### src/hw/rtl/isotp_tx_segmenter_unit_macros.svh
// Assertion macros for the ISO-TP transmit segmenter.
// Included by the top level; the checks compile away when SYNTHESIS is defined.
`ifndef ISOTP_TX_SEGMENTER_UNIT_MACROS_SVH
`define ISOTP_TX_SEGMENTER_UNIT_MACROS_SVH

`ifndef SYNTHESIS

// same-cycle implication, disabled while reset is asserted
`define ISTX_ASSERT_IMP(label, clk, rst_n, ante, cons) \
    label: assert property (@(posedge clk) disable iff (!rst_n) (ante) |-> (cons)) \
        else $error("istx: same-cycle check failed");

// next-cycle implication, disabled while reset is asserted
`define ISTX_ASSERT_NXT(label, clk, rst_n, ante, cons) \
    label: assert property (@(posedge clk) disable iff (!rst_n) (ante) |=> (cons)) \
        else $error("istx: next-cycle check failed");

`else

`define ISTX_ASSERT_IMP(label, clk, rst_n, ante, cons)
`define ISTX_ASSERT_NXT(label, clk, rst_n, ante, cons)

`endif

`endif

### src/hw/rtl/istx_pkg.sv
// Types and constants for the ISO-TP transmit segmenter.
// No dependencies; imported by isotp_tx_segmenter_unit.
package istx_pkg;

    localparam int ActionW  = 2;
    localparam int LenW     = 13;
    localparam int RemW     = 12;
    localparam int KindW    = 3;
    localparam int PhaseW   = 3;
    localparam int FillW    = 3;
    localparam int BufDepth = 7;
    localparam int IdW      = 11;
    localparam int DlcW     = 5;
    localparam int ApbAddrW = 4;
    localparam int ApbDataW = 32;

    // input actions
    localparam logic [ActionW-1:0] ACT_START = 2'd0;
    localparam logic [ActionW-1:0] ACT_BYTE  = 2'd1;
    localparam logic [ActionW-1:0] ACT_FC    = 2'd2;

    // result kinds
    localparam logic [KindW-1:0] KIND_SINGLE  = 3'd0;
    localparam logic [KindW-1:0] KIND_FIRST   = 3'd1;
    localparam logic [KindW-1:0] KIND_CONSEC  = 3'd2;
    localparam logic [KindW-1:0] KIND_REJECT  = 3'd3;
    localparam logic [KindW-1:0] KIND_OVERRUN = 3'd4;

    // phases
    localparam logic [PhaseW-1:0] PH_IDLE    = 3'd0;
    localparam logic [PhaseW-1:0] PH_SF_FILL = 3'd1;
    localparam logic [PhaseW-1:0] PH_FF_FILL = 3'd2;
    localparam logic [PhaseW-1:0] PH_WAIT_FC = 3'd3;
    localparam logic [PhaseW-1:0] PH_SEND    = 3'd4;

    // register indexes
    localparam logic [1:0] REG_TARGET_ID = 2'd0;
    localparam logic [1:0] REG_DLC_CODE  = 2'd1;
    localparam logic [1:0] REG_PAD_BYTE  = 2'd2;

    // PCI nibbles
    localparam logic [3:0] PCI_FF = 4'h1;
    localparam logic [3:0] PCI_CF = 4'h2;
    localparam logic [3:0] PCI_FC = 4'h3;

    localparam logic [IdW-1:0]  TARGET_ID_RST = 11'd0;
    localparam logic [DlcW-1:0] DLC_CODE_RST  = 5'd8;
    localparam logic [7:0]      PAD_BYTE_RST  = 8'hCC;
    localparam logic [3:0]      SEQ_RST       = 4'd1;
    localparam logic [FillW-1:0] FF_DATA_BYTES = 3'd6;
    localparam logic [FillW-1:0] CF_DATA_BYTES = 3'd7;

    typedef struct packed {
        logic [15:0]     id_word;
        logic [7:0][7:0] data;
        logic [KindW-1:0] kind;
        logic            last;
    } t_frame;

endpackage

### src/hw/rtl/isotp_tx_segmenter_unit.sv
// ISO-TP transmit segmenter: splits a message into single, first and consecutive frames.
// Depends on istx_pkg and isotp_tx_segmenter_unit_macros.svh.
//
// Usage
//   Input channel (i_in_valid / o_in_ready) carries one word per cycle while o_in_ready is high:
//   a start with the message length, a payload byte, or a received flow control frame.
//   Output channel (o_out_valid / i_out_ready) carries complete CAN frames plus reject and
//   overrun notices; at most one result per input word.
//   The user must write the APB configuration only while the block is idle; not enforced.
// Timing
//   Each word is handled in the cycle it is accepted; its result goes to the output
//   register, or to the skid register while the receiver holds off. One word is taken
//   per cycle while o_in_ready is high; a single pass of logic per word updates all state.
// Stall
//   While the receiver holds off, one further result is caught in a skid register;
//   o_in_ready falls only while that skid register is occupied.
// Reset
//   Synchronous, active low: segmentation state returns to idle, sequence number to one,
//   both output stages empty, configuration to target 0, DLC 8, pad 0xCC.
`include "isotp_tx_segmenter_unit_macros.svh"

module isotp_tx_segmenter_unit (
    input  logic                               i_clk,
    input  logic                               i_rst_n,
    // APB configuration
    input  logic                               psel,
    input  logic                               penable,
    input  logic                               pwrite,
    input  logic [istx_pkg::ApbAddrW-1:0]      paddr,
    input  logic [istx_pkg::ApbDataW-1:0]      pwdata,
    output logic [istx_pkg::ApbDataW-1:0]      prdata,
    output logic                               pready,
    // input words
    input  logic                               i_in_valid,
    output logic                               o_in_ready,
    input  logic [istx_pkg::ActionW-1:0]       i_action,
    input  logic [istx_pkg::LenW-1:0]          i_msg_length,
    input  logic [7:0]                         i_data_byte,
    input  logic [7:0]                         i_fc_first_byte,
    input  logic [7:0]                         i_fc_block_size,
    // result words
    output logic                               o_out_valid,
    input  logic                               i_out_ready,
    output logic [15:0]                        o_id_word,
    output logic [7:0]                         o_byte0,
    output logic [7:0]                         o_byte1,
    output logic [7:0]                         o_byte2,
    output logic [7:0]                         o_byte3,
    output logic [7:0]                         o_byte4,
    output logic [7:0]                         o_byte5,
    output logic [7:0]                         o_byte6,
    output logic [7:0]                         o_byte7,
    output logic [istx_pkg::KindW-1:0]         o_frame_kind,
    output logic                               o_last
);

    import istx_pkg::*;

    // configuration
    logic [IdW-1:0]  r_target_id;
    logic [DlcW-1:0] r_dlc_code;
    logic [7:0]      r_pad_byte;

    // segmentation state
    logic [7:0]        r_buf [BufDepth];
    logic [FillW-1:0]  r_fill, n_fill;
    logic [RemW-1:0]   r_rem, n_rem;
    logic [PhaseW-1:0] r_phase, n_phase;
    logic [3:0]        r_seq, n_seq;
    logic [7:0]        r_blk_limit, n_blk_limit;
    logic [7:0]        r_blk_count, n_blk_count;
    logic              r_pending, n_pending;

    // output register and skid stage
    t_frame r_out, r_skid;
    logic   r_out_valid, r_skid_valid;

    logic   in_acc;
    logic   buf_wr;
    logic   res_valid;
    t_frame res;

    // consecutive-frame emission inputs
    logic             do_cf;
    logic [FillW-1:0] cf_fill;
    logic [7:0]       cf_buf [BufDepth];
    logic [7:0]       cf_limit;
    logic [7:0]       cf_count;
    logic [FillW-1:0] chunk;
    logic [7:0]       v_buf [BufDepth];
    logic [FillW-1:0] v_fill;
    logic [15:0]      id_word;

    assign pready      = 1'b1;
    assign o_in_ready  = !r_skid_valid;
    assign in_acc      = i_in_valid && o_in_ready;
    assign id_word     = {r_target_id, r_dlc_code};
    assign chunk       = (r_rem < RemW'(CF_DATA_BYTES)) ? r_rem[FillW-1:0] : CF_DATA_BYTES;
    assign v_fill      = r_fill + FillW'(1);

    always_comb begin
        for (int i = 0; i < BufDepth; i++) begin
            v_buf[i] = (FillW'(i) == r_fill) ? i_data_byte : r_buf[i];
        end
    end

    // APB
    always_ff @(posedge i_clk) begin
        if (!i_rst_n) begin
            r_target_id <= TARGET_ID_RST;
            r_dlc_code  <= DLC_CODE_RST;
            r_pad_byte  <= PAD_BYTE_RST;
        end else if (psel && penable && pwrite && pready) begin
            unique case (paddr[3:2])
                REG_TARGET_ID: r_target_id <= pwdata[IdW-1:0];
                REG_DLC_CODE:  r_dlc_code  <= pwdata[DlcW-1:0];
                REG_PAD_BYTE:  r_pad_byte  <= pwdata[7:0];
                default: ;
            endcase
        end
    end

    always_comb begin
        unique case (paddr[3:2])
            REG_TARGET_ID: prdata = ApbDataW'(r_target_id);
            REG_DLC_CODE:  prdata = ApbDataW'(r_dlc_code);
            REG_PAD_BYTE:  prdata = ApbDataW'(r_pad_byte);
            default:       prdata = '0;
        endcase
    end

    // one pass of segmentation logic per accepted word
    always_comb begin
        n_fill      = r_fill;
        n_rem       = r_rem;
        n_phase     = r_phase;
        n_seq       = r_seq;
        n_blk_limit = r_blk_limit;
        n_blk_count = r_blk_count;
        n_pending   = r_pending;
        buf_wr      = 1'b0;
        res_valid   = 1'b0;
        res         = '0;
        do_cf       = 1'b0;
        cf_fill     = v_fill;
        cf_buf      = v_buf;
        cf_limit    = r_blk_limit;
        cf_count    = r_blk_count;

        case (i_action)
            ACT_START: begin
                n_fill      = '0;
                n_pending   = 1'b0;
                n_seq       = SEQ_RST;
                n_blk_limit = '0;
                n_blk_count = '0;
                if (i_msg_length == '0 || i_msg_length[LenW-1]) begin
                    n_phase   = PH_IDLE;
                    n_rem     = '0;
                    res_valid = 1'b1;
                    res.kind  = KIND_REJECT;
                end else begin
                    n_rem   = i_msg_length[RemW-1:0];
                    n_phase = (i_msg_length <= LenW'(CF_DATA_BYTES)) ? PH_SF_FILL
                                                                     : PH_FF_FILL;
                end
            end
            ACT_BYTE: begin
                if (r_phase == PH_IDLE || r_pending) begin
                    // stray or overrun: drop the byte
                    res_valid = 1'b1;
                    res.kind  = KIND_OVERRUN;
                end else begin
                    buf_wr = (r_fill < CF_DATA_BYTES);
                    n_fill = v_fill;
                    if (r_phase == PH_SF_FILL) begin
                        if (RemW'(v_fill) >= r_rem) begin
                            res_valid   = 1'b1;
                            res.id_word = id_word;
                            res.kind    = KIND_SINGLE;
                            res.last    = 1'b1;
                            res.data[0] = {4'h0, r_rem[3:0]};
                            for (int i = 0; i < BufDepth; i++) begin
                                res.data[i+1] = (FillW'(i) < v_fill) ? v_buf[i] : r_pad_byte;
                            end
                            n_phase = PH_IDLE;
                            n_rem   = '0;
                            n_fill  = '0;
                        end
                    end else if (r_phase == PH_FF_FILL) begin
                        if (v_fill >= FF_DATA_BYTES) begin
                            res_valid   = 1'b1;
                            res.id_word = id_word;
                            res.kind    = KIND_FIRST;
                            res.data[0] = {PCI_FF, r_rem[11:8]};
                            res.data[1] = r_rem[7:0];
                            for (int i = 0; i < 6; i++) begin
                                res.data[i+2] = v_buf[i];
                            end
                            n_rem   = r_rem - RemW'(FF_DATA_BYTES);
                            n_fill  = '0;
                            n_phase = PH_WAIT_FC;
                        end
                    end else if (v_fill >= chunk) begin
                        // consecutive frame complete: send now or hold for flow control
                        if (r_phase == PH_SEND) begin
                            do_cf = 1'b1;
                        end else begin
                            n_pending = 1'b1;
                        end
                    end
                end
            end
            ACT_FC: begin
                if (r_phase == PH_WAIT_FC && i_fc_first_byte[7:4] == PCI_FC) begin
                    n_blk_limit = i_fc_block_size;
                    n_blk_count = '0;
                    n_phase     = PH_SEND;
                    cf_fill     = r_fill;
                    cf_buf      = r_buf;
                    cf_limit    = i_fc_block_size;
                    cf_count    = '0;
                    do_cf       = r_pending;
                end
            end
            default: ;
        endcase

        if (do_cf) begin
            res_valid   = 1'b1;
            res.id_word = id_word;
            res.kind    = KIND_CONSEC;
            res.data[0] = {PCI_CF, r_seq};
            for (int i = 0; i < BufDepth; i++) begin
                res.data[i+1] = (FillW'(i) < chunk && FillW'(i) < cf_fill) ? cf_buf[i]
                                                                          : r_pad_byte;
            end
            n_seq     = r_seq + 4'd1;
            n_rem     = r_rem - RemW'(chunk);
            n_fill    = '0;
            n_pending = 1'b0;
            res.last  = (n_rem == '0);
            if (n_rem == '0) begin
                n_phase = PH_IDLE;
            end else if (cf_limit != '0) begin
                n_blk_count = cf_count + 8'd1;
                if (n_blk_count >= cf_limit) begin
                    n_phase = PH_WAIT_FC;
                end
            end
        end
    end

    always_ff @(posedge i_clk) begin
        if (!i_rst_n) begin
            r_fill      <= '0;
            r_rem       <= '0;
            r_phase     <= PH_IDLE;
            r_seq       <= SEQ_RST;
            r_blk_limit <= '0;
            r_blk_count <= '0;
            r_pending   <= 1'b0;
        end else if (in_acc) begin
            r_fill      <= n_fill;
            r_rem       <= n_rem;
            r_phase     <= n_phase;
            r_seq       <= n_seq;
            r_blk_limit <= n_blk_limit;
            r_blk_count <= n_blk_count;
            r_pending   <= n_pending;
        end
    end

    always_ff @(posedge i_clk) begin
        if (in_acc && buf_wr) begin
            r_buf[r_fill] <= i_data_byte;
        end
    end

    // output register with one skid word behind it
    always_ff @(posedge i_clk) begin
        if (!i_rst_n) begin
            r_out_valid  <= 1'b0;
            r_skid_valid <= 1'b0;
        end else if (r_out_valid && i_out_ready) begin
            if (r_skid_valid) begin
                r_skid_valid <= 1'b0;
            end else begin
                r_out_valid <= in_acc && res_valid;
            end
        end else if (!r_out_valid) begin
            r_out_valid <= in_acc && res_valid;
        end else if (in_acc && res_valid) begin
            r_skid_valid <= 1'b1;
        end
    end

    always_ff @(posedge i_clk) begin
        if (r_out_valid && i_out_ready) begin
            r_out <= r_skid_valid ? r_skid : res;
        end else if (!r_out_valid) begin
            r_out <= res;
        end else if (in_acc && res_valid) begin
            r_skid <= res;
        end
    end

    assign o_out_valid  = r_out_valid;
    assign o_id_word    = r_out.id_word;
    assign o_byte0      = r_out.data[0];
    assign o_byte1      = r_out.data[1];
    assign o_byte2      = r_out.data[2];
    assign o_byte3      = r_out.data[3];
    assign o_byte4      = r_out.data[4];
    assign o_byte5      = r_out.data[5];
    assign o_byte6      = r_out.data[6];
    assign o_byte7      = r_out.data[7];
    assign o_frame_kind = r_out.kind;
    assign o_last       = r_out.last;

    `ISTX_ASSERT_IMP(a_skid_behind_out, i_clk, i_rst_n, r_skid_valid, r_out_valid)
    `ISTX_ASSERT_IMP(a_pending_waits_fc, i_clk, i_rst_n, r_pending, r_phase == PH_WAIT_FC)
    `ISTX_ASSERT_IMP(a_idle_empty_buf, i_clk, i_rst_n, r_phase == PH_IDLE, r_fill == '0)
    `ISTX_ASSERT_NXT(a_stall_fills_skid, i_clk, i_rst_n, r_out_valid && !i_out_ready && in_acc && res_valid, r_skid_valid)

endmodule

### config.mk
export PLATFORM = sky130hd
export DESIGN_NAME = isotp_tx_segmenter_unit
export DESIGN_NICKNAME = d
export VERILOG_FILES = /design/src/hw/rtl/istx_pkg.sv /design/src/hw/rtl/isotp_tx_segmenter_unit.sv
export VERILOG_INCLUDE_DIRS = /design/src /design/src/hw/rtl
export SDC_FILE = /design/constraint.sdc
export NUM_CORES = 1
export LEC_CHECK = 0
export BUFFER_PORTS_ARGS = -buffer_cell sky130_fd_sc_hd__buf_2
export CORE_ASPECT_RATIO = 1.1
export CORE_MARGIN = 8
export CORE_UTILIZATION = 58
export CTS_CLUSTER_DIAMETER = 120
export DETAILED_ROUTE_END_ITERATION = 8
export GPL_TIMING_DRIVEN = 0
export PLACE_DENSITY = 0.8
export SYNTH_ARGS = -nofsm -noshare
export SYNTH_HDL_FRONTEND = slang
export SYNTH_SLANG_ARGS = --single-unit
export TNS_END_PERCENT = 20
### constraint.sdc
create_clock -name i_clk -period 8.7 [get_ports i_clk]
set_input_delay 1.305 -clock i_clk [delete_from_list [all_inputs] [get_ports i_clk]]
set_output_delay 1.305 -clock i_clk [all_outputs]
set_load 0.005 [all_outputs]
# After elaboration in Yosys (flattened, before gate mapping)
# Cells that the tools add are included.
# totals
ff_bits	289
input_bits	82
out_inout_bits	119
wordCells	255
# classes
add_sub_neg	5
magnitude_cmp	30
n_eq_ne	25
mux	112
bitwise_logic	3
reduce_logical	39
# op_table
cell	count
84-bit two-way mux	5
83-bit two-way mux	3
8-bit two-way mux	29
80-bit two-way mux	2
56-bit two-way mux	2
12-bit two-way mux	7
3-bit two-way mux	20
56-bit bitwise mux	1
11-bit one-hot mux with 3 select lines	1
8-bit one-hot mux with 2 select lines	2
3-bit less-than comparator (first input constant)	9
1-bit two-way mux	27
8-bit demux with 3-bit select	1
12-bit one-hot mux with 2 select lines	1
1-bit by 3-bit less-than comparator with 1-bit output (first input constant)	6
2-bit by 3-bit less-than comparator with 1-bit output (first input constant)	6
1-bit logical AND	15
3-bit != test (second input constant)	5
13-bit by 3-bit less-or-equal comparator with 1-bit output (second input constant)	1
13-bit logical NOT	1
3-bit by 12-bit greater-or-equal comparator with 1-bit output	1
12-bit logical NOT	1
12-bit by 3-bit less-than comparator with 1-bit output (second input constant)	1
4-bit != test (second input constant)	3
41 further kinds	64

# Logic depth before layout (Yosys ltp)
# logic_depth
word_depth	12
ltp_mapped	18
ltp_nobuf	16

# Worst setup path before layout
# No wires, ideal clock.
# synth_timing
path_type	input to register
from	in i_out_ready
to	reg r_skid[0] (netlist bit) (enable)
setup_ns	0.523
t_arrival_ns	6.849
required_ns	8.177
slack_ns	1.328
stages	3
path_buffers	0
cell_sequence	inv_1 nand2_1 nor2_1
# synth_between
elab_chain_cells	3
# synth_lines
item	line_no	source
start: declaration	isotp_tx_segmenter_unit.sv:43	input logic i_out_ready,
1-bit logical AND	isotp_tx_segmenter_unit.sv:299	if (r_out_valid && i_out_ready) begin
1-bit NOT (no source line)	n/a	
3-bit AND reduction (no source line)	n/a	
end signal: assignment	isotp_tx_segmenter_unit.sv:304	r_skid <= res;
end: declaration	isotp_tx_segmenter_unit.sv:75	t_frame r_out, r_skid;
# Every way passes these cells.
# A chain may end at the register's enable or synchronous reset.

# Worst setup path in the final report
# layout_timing
from	reg r_rem[11]
to	reg r_skid[32] (netlist bit) (enable)
# layout_between
elab_chain_cells	11
word_cells_on_any_way	16
classes_between	order compare: 3; mux: 11; reduce/logical: 2
# layout_lines
item	line_no	source
start: declaration	isotp_tx_segmenter_unit.sv:67	logic [RemW-1:0] r_rem, n_rem;
start signal: assignment	isotp_tx_segmenter_unit.sv:265	r_rem <= n_rem;
12-bit by 3-bit less-than comparator with 1-bit output	isotp_tx_segmenter_unit.sv:98	assign chunk = (r_rem < RemW'(CF_DATA_BYTES)) ? r_rem[FillW-1:0] : CF_DATA_BYTES;
3-bit two-way mux	isotp_tx_segmenter_unit.sv:98	
3-bit greater-or-equal comparator	isotp_tx_segmenter_unit.sv:204	end else if (v_fill >= chunk) begin
1-bit two-way mux	isotp_tx_segmenter_unit.sv:204	
1-bit two-way mux	isotp_tx_segmenter_unit.sv:190	end else if (r_phase == PH_FF_FILL) begin
1-bit two-way mux	isotp_tx_segmenter_unit.sv:176	if (r_phase == PH_SF_FILL) begin
1-bit two-way mux	isotp_tx_segmenter_unit.sv:169	if (r_phase == PH_IDLE || r_pending) begin
1-bit one-hot mux with 2 select lines	isotp_tx_segmenter_unit.sv:150	case (i_action)
1-bit two-way mux (*)	isotp_tx_segmenter_unit.sv:229	if (do_cf) begin
1-bit logical AND (*)	isotp_tx_segmenter_unit.sv:303	end else if (in_acc && res_valid) begin
3-bit AND reduction (no source line) (*)	n/a	
# Every way passes the cells marked *; elsewhere a longest branch is shown, timed or not.

==> impl_metrics.yaml <==
setup_path:
  slowest_stage: "nor4_1"
  path_max_fanout: 34
  cp-end-kind: "register"
  startpoint_type: "register"
  rr_worst_depth: 14
  crit_top_cell: "buf_12"
  reg2reg_slack_ns: 3.08
  crit_chain: "nor4_1, nand3_1, or2_2, ha_1, nor2b_1, o21ai_0, a32oi_1, clkbuf_1, buf_1, nand3b_1, nand2_1, nor2_4, buf_12, buf_12"
  cp.required_ns: 9.01
  slowest_delay_ns: 0.78
  r2r_end: "r_skid[32]$_DFFE_PP_"
  r2r-start: "r_rem[11]$_SDFFE_PN0P_"
  path_class: "reg -> reg"
  crit_arrival_ns: 5.93
hold_path:
  hold_class: "reg -> reg"
  min_to: "r_target_id[10]$_SDFFE_PN0P_"
  hold_path_depth: 2
  min_from: "r_target_id[10]$_SDFFE_PN0P_"
drt:
  first_pass_iters: 6
  wl_per_cell_um: 25.3
  viasPerCell: 6.46
  num_vias: 13800
  drt_iter0_markers: 1671
  drc: 0
  drt.antenna.violating_nets: 0
  drt_wl_total_um: 54100
run_status:
  status: "finished, final reports clean"
timing:
  fin_crit_sh: 0.646
  slew_viol_final: 0
  fin_skew_ns: 0.0232
  worst_pin_slew_ns: 1.40
  hold_violations: 0
  min_period_ns: 5.62
  rsz0062_at_grt: "no"
  setup_viol: 0
  max_freq_mhz: 178
  slew_headroom: 0.0593
die:
  die_w_um: 174
  core_area_mm2: 0.0270
  dieArea_mm2: 0.0331
  rows: 63
  die_h_um: 190
  initial_core_util: 0.590
  ios: 201
clocking:
  holdBufCountCts: 0
  clock_path_buffers: 3
  clock_latency_ns: 0.58
  cts_setup_buffers: 0
  clk_pin_slew_ns: 0.07
  cts-root-buf: "clkbuf_16"
  cts_tree: "yes"
  postCtsResizedCells: 0
  numCtsBuffers: 29
  numClockSinks: 285
  h-tree-depth: 1
layout:
  layout-drive-gt1-share: 0.194
  finish.net_count: 1869
  design_area_mm2: 0.0183
  fin_cells: 2140
  insertedDiodeCount: 0
  syn2layout_area_growth_pct: 14.8
grt:
  track_usage: 0.317
  grt_antenna_before_repair: 0
  globalRouteOverflowTotal: 0
  grt_start_max_net_pins: 74
  grt_pass1_vias: 13600
  grt_first_pass_wirelength_um: 81400
placed_design:
  dp.cells: 2085
  io_buffer_count: 149
  hpwlAfterDp_um: 39300
  place.gp.congestion: 0.998
  placed_area_mm2: 0.0173
logic_synthesis:
  synth.distinct_cells: 79
  synth.avg_cell_area_um2: 10.3
  ys_seq_area_frac: 0.496
  synthTopCellsByArea: "edfxtp_1, mux2i_1, dfxtp_1"
  yosysTopAreaCell: "edfxtp_1"
  synthFlopType: "edfxtp_1"
  async_flop_share: 0
  yosysWarnings: 0
  syn_area_mm2: 0.0160
  synth_top_area_frac: 0.414
  synth-seq-cells: 285
  netlist_instances: 1554
  synth_edf_count: 220
power_and_ir_drop:
  p_total_mw: 3.05
  p_per_area_mw_per_mm2: 167
  ir_worst_vdd_mv: 0.167
  leakagePower_nw: 7.81
flow_run:
  maxCapViolCount: 0
## worst max-delay path: cells and delay by family, from the launching register on
kind	cells	cell delay [ns]
AOI/OAI and AO/OA	2	0.64
buffers and inverters	4	1.58
adders and majority gates	1	0.28
DFF	1	0.43
and+or+nand+nor	7	2.37
## kinds of logic after synthesis
logic type,after synthesis,share of synthesized area
fa+ha+maj,27,0.0212
buf+inv,164,0.0482
mux,212,0.139
other cells,2,0.000471
simple gates,515,0.150
xor+xnor,17,0.00933
flops,285,0.496
compound gates,332,0.136
## metrics by stage
stage,hold WS [ns],utilization,setup slack [ns],TNS [ns]
floorplan,0.440,-,1.33,0
global placement,0.455,0.637,-1.05,-83.96
detailed placement,0.462,0.640,3.03,0
CTS,0.476,0.677,3.33,0
global route,0.495,0.678,3.08,0
finish,0.481,0.678,3.08,0
## final cells by class
class	count	area [µm²]
flip-flops and latches	285	7910
multi-input cells	1127	7380
clock inverters	18	211
fillers	2091	8720
plain buffers	144	694
well taps	357	447
repair buffers	153	818
inverters	20	75.1
clock buffers	36	783
## routing by layer
layer | wire length [µm] | track usage | up-vias
met5 | 0 | 0 | -
met4 | 2870 | 0.155 | 0
met3 | 5760 | 0.0636 | 196
met2 | 24500 | 0.507 | 889
met1 | 21000 | 0.407 | 6575
li1 | - | - | 6158
## synthesized netlist by cell type, drive strengths merged, types with 21 or more instances
cell type	count
a21oi	81
buf	65
nand3	47
edfxtp	220
nor2	131
o211ai	28
nand2	193
mux2	74
mux2i	138
ha	27
o21ai	86
nor4	21
dfxtp	65
a31oi	33
nor3	36
and2	26
clkbuf	79
## worst max path at each step
stage                                      start              endpoint  cells after the start
after floorplan                      i_out_ready   r_skid[0]$_DFFE_PP_                      3
after global placement               i_out_ready  r_skid[40]$_DFFE_PP_                      4
after detailed placement             i_action[0]  r_skid[40]$_DFFE_PP_                     13
after CTS                 r_rem[10]$_SDFFE_PN0P_  r_skid[32]$_DFFE_PP_                     15
after global routing      r_rem[11]$_SDFFE_PN0P_  r_skid[32]$_DFFE_PP_                     14
final                     r_rem[11]$_SDFFE_PN0P_  r_skid[32]$_DFFE_PP_                     14
## layout by cell type (no fill, tap or decap), drive strengths merged, types with 10 or more instances in the layout
master / count
inv: 20
xor2: 11
clkbuf: 115
nand2b: 11
o21ai: 86
a221o: 10
mux2: 74
clkinv: 12
nor2: 131
nor3: 36
buf: 218
dfxtp: 65
a31oi: 33
nor4: 21
a21oi: 81
o211ai: 28
ha: 27
conb: 24
mux2i: 138
and2: 26
o221ai: 16
nand3: 47
a22oi: 19
edfxtp: 220
nand2: 193
## sequential cells by signal, summed over array words and instances, names as in the netlist, 3 cells and up
signal,count
o_byte0,6
o_byte1,8
o_byte2,8
o_byte3,8
o_byte4,8
o_byte5,8
o_byte6,8
o_byte7,8
o_frame_kind,3
o_id_word,16
r_blk_count,8
r_blk_limit,8
r_buf,56
r_dlc_code,5
r_fill,3
r_pad_byte,8
r_phase,3
r_rem,12
r_seq,4
r_skid,82
r_target_id,11
## power by group
part / switching [mW] / internal (mW)
registers: 0.00988 / 1.47
logic: 0.164 / 0.0850
clock network: 0.560 / 0.761
total: 0.733 / 2.32
No activity file was read; power rests on OpenSTA's default activity.
